[config.mk]
export PLATFORM = sky130hd
export DESIGN_NAME = datetime_add_signed_seconds_unit
export DESIGN_NICKNAME = d
export VERILOG_FILES = /design/src/rtl/dtas_pkg.sv /design/src/rtl/dtas_ctrl.sv /design/src/rtl/dtas_dp.sv /design/src/rtl/datetime_add_signed_seconds_unit.sv
export SDC_FILE = /design/constraint.sdc
export NUM_CORES = 2
export LEC_CHECK = 0
export ABC_AREA = 0
export BUFFER_PORTS_ARGS = -buffer_cell sky130_fd_sc_hd__buf_2
export CORE_MARGIN = 2
export CORE_UTILIZATION = 55
export DETAILED_ROUTE_END_ITERATION = 7
export GPL_TIMING_DRIVEN = 1
export PLACE_DENSITY = 0.72
export SYNTH_ARGS = -nofsm -noshare
export SYNTH_HDL_FRONTEND = slang
export SYNTH_SLANG_ARGS = --single-unit
export TNS_END_PERCENT = 100
[constraint.sdc]
create_clock -name clk -period 10.5 [get_ports clk]
set_clock_uncertainty 0.15 [all_clocks]
set_input_delay 0.525 -clock clk [delete_from_list [all_inputs] [get_ports clk]]
set_output_delay 0.525 -clock clk [all_outputs]
set_load 0.02 [all_outputs]
[src/rtl/dtas_pkg.sv]
// Shared constants, types and calendar helpers for the date-time offset unit.
`timescale 1ns / 1ps
package dtas_pkg;

  localparam logic [16:0] SECS_PER_HOUR = 17'd3600;
  localparam logic [16:0] SECS_PER_MIN  = 17'd60;
  localparam logic [4:0]  HOURS_PER_DAY = 5'd24;
  localparam logic [5:0]  MINS_PER_HOUR = 6'd60;
  localparam logic [5:0]  SECS_MIN_W6   = 6'd60;
  localparam logic [13:0] YEAR_MAX      = 14'd9999;

  // The offset is biased by a whole number of days so that the division
  // by the day length always sees a nonnegative dividend.
  localparam logic [32:0] SEC_BIAS   = 33'd2147558400;  // 24856 days
  localparam logic [17:0] DAY_OFFSET = 18'd24857;       // day bias plus one

  // A day is 2^7 * 675 seconds. After the low 7 bits are split off, the
  // reciprocal of 675 below is exact for every dividend under 2^26.
  localparam logic [26:0] RECIP675       = 27'd101806633;
  localparam int unsigned RECIP675_SHIFT = 36;
  localparam logic [9:0]  DAY_ODD        = 10'd675;

  // Reciprocal of 25 for the year: exact for every 14-bit value.
  localparam logic [27:0] RECIP25     = 28'd5243;
  localparam int unsigned RECIP_SHIFT = 17;
  localparam logic [13:0] YEAR_DIV    = 14'd25;
  localparam logic [4:0]  MOD25_TOP   = 5'd24;

  localparam logic [3:0] MON_JAN = 4'd1;
  localparam logic [3:0] MON_FEB = 4'd2;
  localparam logic [3:0] MON_APR = 4'd4;
  localparam logic [3:0] MON_JUN = 4'd6;
  localparam logic [3:0] MON_SEP = 4'd9;
  localparam logic [3:0] MON_NOV = 4'd11;
  localparam logic [3:0] MON_DEC = 4'd12;

  localparam logic [1:0] ST_OK        = 2'd0;
  localparam logic [1:0] ST_BAD_INPUT = 2'd1;
  localparam logic [1:0] ST_RANGE     = 2'd2;

  typedef enum logic [3:0] {
    OP_NONE,
    OP_LOAD,
    OP_QUOT,
    OP_MOD,
    OP_START,
    OP_DIV,
    OP_DREM,
    OP_HOUR,
    OP_MIN,
    OP_WINIT,
    OP_WALK,
    OP_RESULT
  } op_t;

  typedef struct packed {
    logic bad;
    logic hour_done;
    logic min_done;
    logic walk_done;
    logic walk_range;
  } dp_status_t;

  // Divisible by 100 is divisible by 4 and 25; by 400 is also by 16.
  function automatic logic is_leap(input logic [3:0] y_lo, input logic [4:0] y_mod25);
    return (y_lo[1:0] == 2'd0) && ((y_mod25 != 5'd0) || (y_lo == 4'd0));
  endfunction

  function automatic logic [4:0] month_len(input logic [3:0] m, input logic leap);
    logic [4:0] len;
    unique case (m) inside
      MON_APR, MON_JUN, MON_SEP, MON_NOV: len = 5'd30;
      MON_FEB: len = leap ? 5'd29 : 5'd28;
      default: len = 5'd31;
    endcase
    return len;
  endfunction

endpackage

[src/rtl/dtas_ctrl.sv]
// Sequencer for the date-time offset unit: steps the datapath and owns the handshakes.
`timescale 1ns / 1ps
module dtas_ctrl import dtas_pkg::*; (
  input  logic       clk,
  input  logic       rst,
  input  logic       in_valid,
  output logic       in_ready,
  output logic       out_valid,
  input  logic       out_ready,
  input  dp_status_t sts,
  output op_t        op
);

  typedef enum logic [3:0] {
    S_IDLE,
    S_QUOT,
    S_MOD,
    S_CHECK,
    S_DIV,
    S_DREM,
    S_HOUR,
    S_MIN,
    S_WINIT,
    S_WALK,
    S_FINISH
  } state_t;

  state_t state;
  logic   out_free;

  assign in_ready = (state == S_IDLE);
  assign out_free = !out_valid || out_ready;

  always_comb begin
    op = OP_NONE;
    unique case (state)
      S_IDLE:   if (in_valid) op = OP_LOAD;
      S_QUOT:   op = OP_QUOT;
      S_MOD:    op = OP_MOD;
      S_CHECK:  op = OP_START;
      S_DIV:    op = OP_DIV;
      S_DREM:   op = OP_DREM;
      S_HOUR:   op = OP_HOUR;
      S_MIN:    op = OP_MIN;
      S_WINIT:  op = OP_WINIT;
      S_WALK:   op = OP_WALK;
      S_FINISH: if (out_free) op = OP_RESULT;
      default:  op = OP_NONE;
    endcase
  end

  always_ff @(posedge clk) begin
    if (rst) begin
      state     <= S_IDLE;
      out_valid <= 1'b0;
    end else begin
      if (state == S_FINISH && out_free) begin
        out_valid <= 1'b1;
      end else if (out_ready) begin
        out_valid <= 1'b0;
      end
      unique case (state)
        S_IDLE:   if (in_valid) state <= S_QUOT;
        S_QUOT:   state <= S_MOD;
        S_MOD:    state <= S_CHECK;
        S_CHECK:  state <= sts.bad ? S_FINISH : S_DIV;
        S_DIV:    state <= S_DREM;
        S_DREM:   state <= S_HOUR;
        S_HOUR:   if (sts.hour_done) state <= S_MIN;
        S_MIN:    if (sts.min_done) state <= S_WINIT;
        S_WINIT:  state <= S_WALK;
        S_WALK:   if (sts.walk_done || sts.walk_range) state <= S_FINISH;
        S_FINISH: if (out_free) state <= S_IDLE;
        default:  state <= S_IDLE;
      endcase
    end
  end

endmodule

[src/rtl/dtas_dp.sv]
// Datapath: input check, reciprocal day division, time split and month walk.
`timescale 1ns / 1ps
module dtas_dp import dtas_pkg::*; (
  input  logic        clk,
  input  op_t         op,
  output dp_status_t  sts,
  input  logic [13:0] year_in,
  input  logic [3:0]  month_in,
  input  logic [4:0]  day_in,
  input  logic [4:0]  hour_in,
  input  logic [5:0]  minute_in,
  input  logic [5:0]  second_in,
  input  logic [31:0] delta_seconds,
  output logic [13:0] year_out,
  output logic [3:0]  month_out,
  output logic [4:0]  day_out,
  output logic [4:0]  hour_out,
  output logic [5:0]  minute_out,
  output logic [5:0]  second_out,
  output logic [1:0]  status
);

  logic [13:0] yr;
  logic [3:0]  mo;
  logic [4:0]  dy;
  logic [4:0]  hr;
  logic [5:0]  mi;
  logic [5:0]  se;
  logic [31:0] delta;
  logic [9:0]  q25;
  logic [4:0]  ym25;
  logic [16:0] tod0;
  logic [32:0] u;
  logic [16:0] dq;
  logic [16:0] rem;
  logic [4:0]  hour;
  logic [5:0]  minute;
  logic [17:0] e;
  logic [1:0]  stat;

  logic        leap;
  logic [4:0]  cur_len;
  logic [4:0]  prev_len;
  logic [3:0]  prev_mo;
  logic [3:0]  next_mo;
  logic        e_neg;
  logic        e_over;
  logic [52:0] day_prod;
  logic [25:0] day_sub;

  assign leap     = is_leap(yr[3:0], ym25);
  assign cur_len  = month_len(mo, leap);
  assign prev_mo  = (mo == MON_JAN) ? MON_DEC : mo - 4'd1;
  assign next_mo  = (mo == MON_DEC) ? MON_JAN : mo + 4'd1;
  // Stepping back from January lands in December, whose length ignores leap.
  assign prev_len = month_len(prev_mo, leap);
  assign e_neg    = e[17];
  assign e_over   = !e[17] && (e >= {13'd0, cur_len});
  // The biased seconds drop their low 7 bits, and the rest is divided by 675.
  assign day_prod = {27'd0, u[32:7]} * {26'd0, RECIP675};
  assign day_sub  = u[32:7] - {9'd0, dq} * {16'd0, DAY_ODD};

  always_comb begin
    sts.bad = (yr > YEAR_MAX) || (mo == 4'd0) || (mo > MON_DEC) || (dy == 5'd0) ||
              (dy > cur_len) || (hr >= HOURS_PER_DAY) || (mi >= MINS_PER_HOUR) ||
              (se >= SECS_MIN_W6);
    sts.hour_done  = (rem < SECS_PER_HOUR);
    sts.min_done   = (rem < SECS_PER_MIN);
    sts.walk_done  = !e_neg && !e_over;
    sts.walk_range = (e_neg && (mo == MON_JAN) && (yr == 14'd0)) ||
                     (e_over && (mo == MON_DEC) && (yr == YEAR_MAX));
  end

  always_ff @(posedge clk) begin
    unique case (op)
      OP_LOAD: begin
        yr    <= year_in;
        mo    <= month_in;
        dy    <= day_in;
        hr    <= hour_in;
        mi    <= minute_in;
        se    <= second_in;
        delta <= delta_seconds;
        stat  <= ST_OK;
      end
      OP_QUOT: begin
        q25 <= 10'(({14'd0, yr} * RECIP25) >> RECIP_SHIFT);
      end
      OP_MOD: begin
        ym25 <= 5'(yr - 14'(q25) * YEAR_DIV);
        tod0 <= 17'(hr) * SECS_PER_HOUR + 17'(mi) * SECS_PER_MIN + 17'(se);
      end
      OP_START: begin
        u      <= {16'd0, tod0} + {delta[31], delta} + SEC_BIAS;
        hour   <= 5'd0;
        minute <= 6'd0;
        if (sts.bad) stat <= ST_BAD_INPUT;
      end
      OP_DIV: begin
        dq <= 17'(day_prod >> RECIP675_SHIFT);
      end
      OP_DREM: begin
        rem <= {day_sub[9:0], u[6:0]};
      end
      OP_HOUR: begin
        if (!sts.hour_done) begin
          rem  <= rem - SECS_PER_HOUR;
          hour <= hour + 5'd1;
        end
      end
      OP_MIN: begin
        if (!sts.min_done) begin
          rem    <= rem - SECS_PER_MIN;
          minute <= minute + 6'd1;
        end
      end
      OP_WINIT: begin
        // Day index within the starting month, after adding the whole days.
        e <= {1'b0, dq} + {13'd0, dy} - DAY_OFFSET;
      end
      OP_WALK: begin
        if (sts.walk_range) begin
          stat <= ST_RANGE;
        end else if (e_neg) begin
          e  <= e + {13'd0, prev_len};
          mo <= prev_mo;
          if (mo == MON_JAN) begin
            yr   <= yr - 14'd1;
            ym25 <= (ym25 == 5'd0) ? MOD25_TOP : ym25 - 5'd1;
          end
        end else if (e_over) begin
          e  <= e - {13'd0, cur_len};
          mo <= next_mo;
          if (mo == MON_DEC) begin
            yr   <= yr + 14'd1;
            ym25 <= (ym25 == MOD25_TOP) ? 5'd0 : ym25 + 5'd1;
          end
        end
      end
      OP_RESULT: begin
        status <= stat;
        if (stat == ST_OK) begin
          year_out   <= yr;
          month_out  <= mo;
          day_out    <= e[4:0] + 5'd1;
          hour_out   <= hour;
          minute_out <= minute;
          second_out <= rem[5:0];
        end else begin
          year_out   <= 14'd0;
          month_out  <= 4'd0;
          day_out    <= 5'd0;
          hour_out   <= 5'd0;
          minute_out <= 6'd0;
          second_out <= 6'd0;
        end
      end
      default: begin
      end
    endcase
  end

endmodule

[src/rtl/datetime_add_signed_seconds_unit.sv]
// Top level of the Gregorian date-time plus signed seconds unit.
//
//   channel  handshake            payload
//   in       in_valid / in_ready  year_in month_in day_in hour_in minute_in
//                                 second_in delta_seconds
//   out      out_valid/out_ready  year_out month_out day_out hour_out
//                                 minute_out second_out status
//
// One item at a time: setup loads and checks the inputs, the offset is split
// into days and seconds, hours then minutes are split off the time of day by
// repeated subtraction, and the month walk, which dominates, then steps one
// month boundary at a time. An invalid item skips straight to the result.
// The result waits in the output register while the next item is taken; that
// item stalls in its last cycle until the register is free.
// Reset (rst, synchronous) clears only the sequencer and the output valid.
`timescale 1ns / 1ps
module datetime_add_signed_seconds_unit import dtas_pkg::*; (
  input  logic        clk,
  input  logic        rst,
  input  logic        in_valid,
  output logic        in_ready,
  input  logic [13:0] year_in,
  input  logic [3:0]  month_in,
  input  logic [4:0]  day_in,
  input  logic [4:0]  hour_in,
  input  logic [5:0]  minute_in,
  input  logic [5:0]  second_in,
  input  logic [31:0] delta_seconds,
  output logic        out_valid,
  input  logic        out_ready,
  output logic [13:0] year_out,
  output logic [3:0]  month_out,
  output logic [4:0]  day_out,
  output logic [4:0]  hour_out,
  output logic [5:0]  minute_out,
  output logic [5:0]  second_out,
  output logic [1:0]  status
);

  op_t        op;
  dp_status_t sts;

  dtas_ctrl u_ctrl (
    .clk       (clk),
    .rst       (rst),
    .in_valid  (in_valid),
    .in_ready  (in_ready),
    .out_valid (out_valid),
    .out_ready (out_ready),
    .sts       (sts),
    .op        (op)
  );

  dtas_dp u_dp (
    .clk           (clk),
    .op            (op),
    .sts           (sts),
    .year_in       (year_in),
    .month_in      (month_in),
    .day_in        (day_in),
    .hour_in       (hour_in),
    .minute_in     (minute_in),
    .second_in     (second_in),
    .delta_seconds (delta_seconds),
    .year_out      (year_out),
    .month_out     (month_out),
    .day_out       (day_out),
    .hour_out      (hour_out),
    .minute_out    (minute_out),
    .second_out    (second_out),
    .status        (status)
  );

endmodule

==> impl_metrics.tcl <==
set metrics [dict create \
    clock_sinks 244 \
    yosys_warnings 0 \
    drc 0 \
    syn_area_um2 28800 \
    cts_buffer_depth 3 \
    async_flop_share_pct 0 \
    drt-initial-drc-count 1003 \
    crit_top_cell "fa_1" \
    synth_seq_cells 244 \
    grt_max_degree 76 \
    gr-total-overflow 0 \
    diodes 0 \
    irDropWorstVdd_v 0.000241 \
    r2r_cells 21 \
    synth_fp_nets 3703 \
    yosysUniqueCellTypes 84 \
    final_cells 3647 \
    rsz0062_at_grt "false" \
    post-route-min-period_ns 7.16 \
    period_share_pct 68.2 \
    cts_htree_levels 1 \
    clk_latency_ns 0.60 \
    cts_made_buffers 29 \
    synth_edf_count 239 \
    met3_usage_pct 3.30 \
    port_buffers 119 \
    power.density_nw_per_um2 264 \
    vias 19984 \
    rr_startpoint "u_dp.u[17]$_DFFE_PP_" \
    antenna_found_initial 0 \
    cp_max_fo 12 \
    place_ws_ns 3.48 \
    critical-path-slowest-cell "edfxtp_1" \
    hp-class "input port to flop" \
    startpoint_type "flop" \
    cts-resized-gates 0 \
    drv_cap 0 \
    setup_viol 0 \
    path_cells "ha_1 > inv_1 > fa_1 > fa_1 > fa_1 > inv_1 > fa_1 > inv_1 > fa_1 > fa_1 > inv_1 > ha_1 > a21o_1 > a21oi_1 > o211a_1 > nand4_1 > o21ai_1 > o21bai_1 > a21oi_1 > mux2i_1 > nand3_1" \
    die-width_um 233 \
    status "completed" \
    synthFlopType "edfxtp_1" \
    post_drt_via_cell_ratio 5.48 \
    n_fill_cell 4222 \
    syn_inst 2779 \
    core_um2 51500 \
    grtUsageTotal_pct 25.2 \
    grt_pass1_vias 20800 \
    relSlewSlack_pct 16.8 \
    nNetsFinal 3868 \
    initial_utilization_pct 55.9 \
    cp.arrival_ns 7.33 \
    drive_above_1_share_pct 6.84 \
    path_depth 21 \
    grt_pass1_wl_um 107000 \
    crit_path_start "u_dp.u[17]$_DFFE_PP_" \
    top_level_ports 120 \
    crit_buf_inv 4 \
    cts_root_buffer "clkbuf_16" \
    grtUsageMet2_pct 44.9 \
    syn_avg_cell_area_um2 10.4 \
    finalMaxSlewViolations 0 \
    setup_tns_ns 0 \
    dp.cells 3542 \
    busiest_layer "met2" \
    hold_depth 1 \
    synth-seq-area-share_pct 25.3 \
    critical_path_class "flop to flop" \
    path_delay_family "adder cells" \
    post_cts_buffers 0 \
    hold_violations 0 \
    place.gp.congestion 1.01 \
    cts_tree "done" \
    cts-hold-fix-buffers 51 \
    required_ns 10.67 \
    worstHoldStart "day_in[1]" \
    synth_top_area_share_pct 24.9 \
    synthTopCellsByArea "edfxtp_1 (25%), ha_1 (25%), fa_1 (20%), inv_1 (7.9%), xnor2_1 (3.3%)" \
    row_count 83 \
    antenna_left 0 \
    firstDrtPassIters 5 \
    fin_util_pct 61.2 \
    tightestPinTransition_ns 1.24 \
    synth_top_cell_by_area "edfxtp_1" \
    setup_ws_ns 3.34 \
    crit_path_end_kind "flop" \
    post-dp-hpwl_um 53800 \
    fmax_mhz 140 \
    syn_to_final_growth_pct 9.65 \
    p_leak_nw 15.2 \
    wl_um 66400 \
    die_h_um 233 \
    max_stage_delay_ns 0.73 \
    clk_pin_slew_worst_paths_ns 0.06 \
    die-area_um2 54200 \
    detail_route.wl_per_cell_um 18.2 \
    grtUsageMet1_pct 32.0 \
]
-- worst paths after layout --
path	slack (ns)	end
hold / removal	0.05	u_dp.dy[1]$_DFFE_PP_
setup reg to reg	3.34	u_dp.dq[10]$_DFFE_PN_
hold reg to reg	0.27	u_dp.tod0[1]$_DFFE_PN_
setup / recovery	3.34	u_dp.dq[10]$_DFFE_PN_
-- layout by cell type (no fill, tap or decap), drive strengths merged, types with 4 or more instances in the layout --
| cell | count |
|---|---|
| nand2b | 12 |
| a31oi | 9 |
| o211ai | 10 |
| xnor2 | 107 |
| and2 | 28 |
| and3 | 16 |
| nor3 | 61 |
| o31ai | 5 |
| dlygate4sd3 | 51 |
| ha | 565 |
| dfxtp | 5 |
| o21a | 11 |
| a21o | 28 |
| nor2 | 100 |
| o21ai | 101 |
| o21bai | 21 |
| buf | 127 |
| nand4 | 19 |
| xor2 | 56 |
| a22oi | 5 |
| a221oi | 10 |
| a21oi | 138 |
| nor4 | 9 |
| nand2 | 125 |
| clkbuf | 33 |
| a211oi | 12 |
| inv | 604 |
| edfxtp | 239 |
| or2 | 6 |
| nor2b | 15 |
| or3 | 9 |
| clkinv | 16 |
| nand3 | 51 |
| o22ai | 12 |
| a21boi | 4 |
| fa | 283 |
-- layer usage --
metal  part of all wire, %  routed length, um
met3                   4.9               3260
met5                     0                  0
met4                   3.0               1970
met1                    42              27700
met2                    50              33500
-- synth_stat cells (19+ instances only) --
cell	instances
a21oi_1	138
and2_1	26
edfxtp_1	239
a21o_1	28
nor2_1	99
o21bai_1	21
fa_1	283
nor3_1	61
xnor2_1	107
nand3_1	50
o21ai_0	96
nand2_1	124
inv_1	602
nand4_1	19
xor2_1	56
clkbuf_1	36
ha_1	565
-- worst reg2reg max path, stage by stage (launching register included) --
cell and delay (ns):
edfxtp_1 0.73, ha_1 0.30, inv_1 0.06, fa_1 0.46
fa_1 0.50, fa_1 0.52, inv_1 0.05, fa_1 0.47
inv_1 0.06, fa_1 0.50, fa_1 0.55, inv_1 0.04
ha_1 0.30, a21o_1 0.16, a21oi_1 0.24, o211a_1 0.18
nand4_1 0.09, o21ai_1 0.57, o21bai_1 0.26, a21oi_1 0.35
mux2i_1 0.26, nand3_1 0.08
-- where the power goes --
part / internal (mW) / switching, mW / leakage, nW
Sequential: 1.36 / 0.114 / 2.24
Combinational: 2.53 / 3.30 / 12.5
Clock: 0.585 / 0.434 / 0.465
-- metrics by stage --
stage | area, um^2 | hold slack, ns | total power [mW]
2_1_floorplan | 28800 | 0.250 | 5.84
3_3_place_gp | 30100 | 0.259 | 7.06
3_5_place_dp | 30100 | 0.261 | 7.25
4_1_cts | 31500 | 0.0191 | 8.37
5_1_grt | 31500 | 0.0282 | 9.28
6_report | 31500 | 0.0542 | 8.33
-- kinds of logic (layout without fill, tap and decap cells) --
group,after synthesis,after routing,share of synthesized area [%]
adder cells (fa/ha/maj),848,848,44.3
buffers and inverters,647,835,8.62
AND/OR/NAND/NOR,469,469,8.02
AO/OA/AOI/OAI,405,405,8.72
flip-flops,244,244,25.3
XOR/XNOR,163,163,4.96
multiplexers,3,3,0.113
-- final cells by class --
type | count | area, um^2 | area share [%]
Clock buffer | 33 | 741 | 2.35
Clock inverter | 21 | 213 | 0.674
Inverter | 603 | 2260 | 7.17
Multi-Input combinational cell | 1888 | 19000 | 60.3
Sequential cell | 244 | 7280 | 23.1
Tap cell | 680 | 851 | 2.70
Timing Repair Buffer | 178 | 1170 | 3.70
-- registers in the layout (all words and copies together), names as in the netlist, 14 cells and up --
register       flops
u_dp.u            33
u_dp.delta        32
u_dp.e            18
u_dp.dq           17
u_dp.rem          17
u_dp.tod0         17
u_dp.year_out     14
u_dp.yr           14
Note: power is estimated with default switching activity, not from simulation.
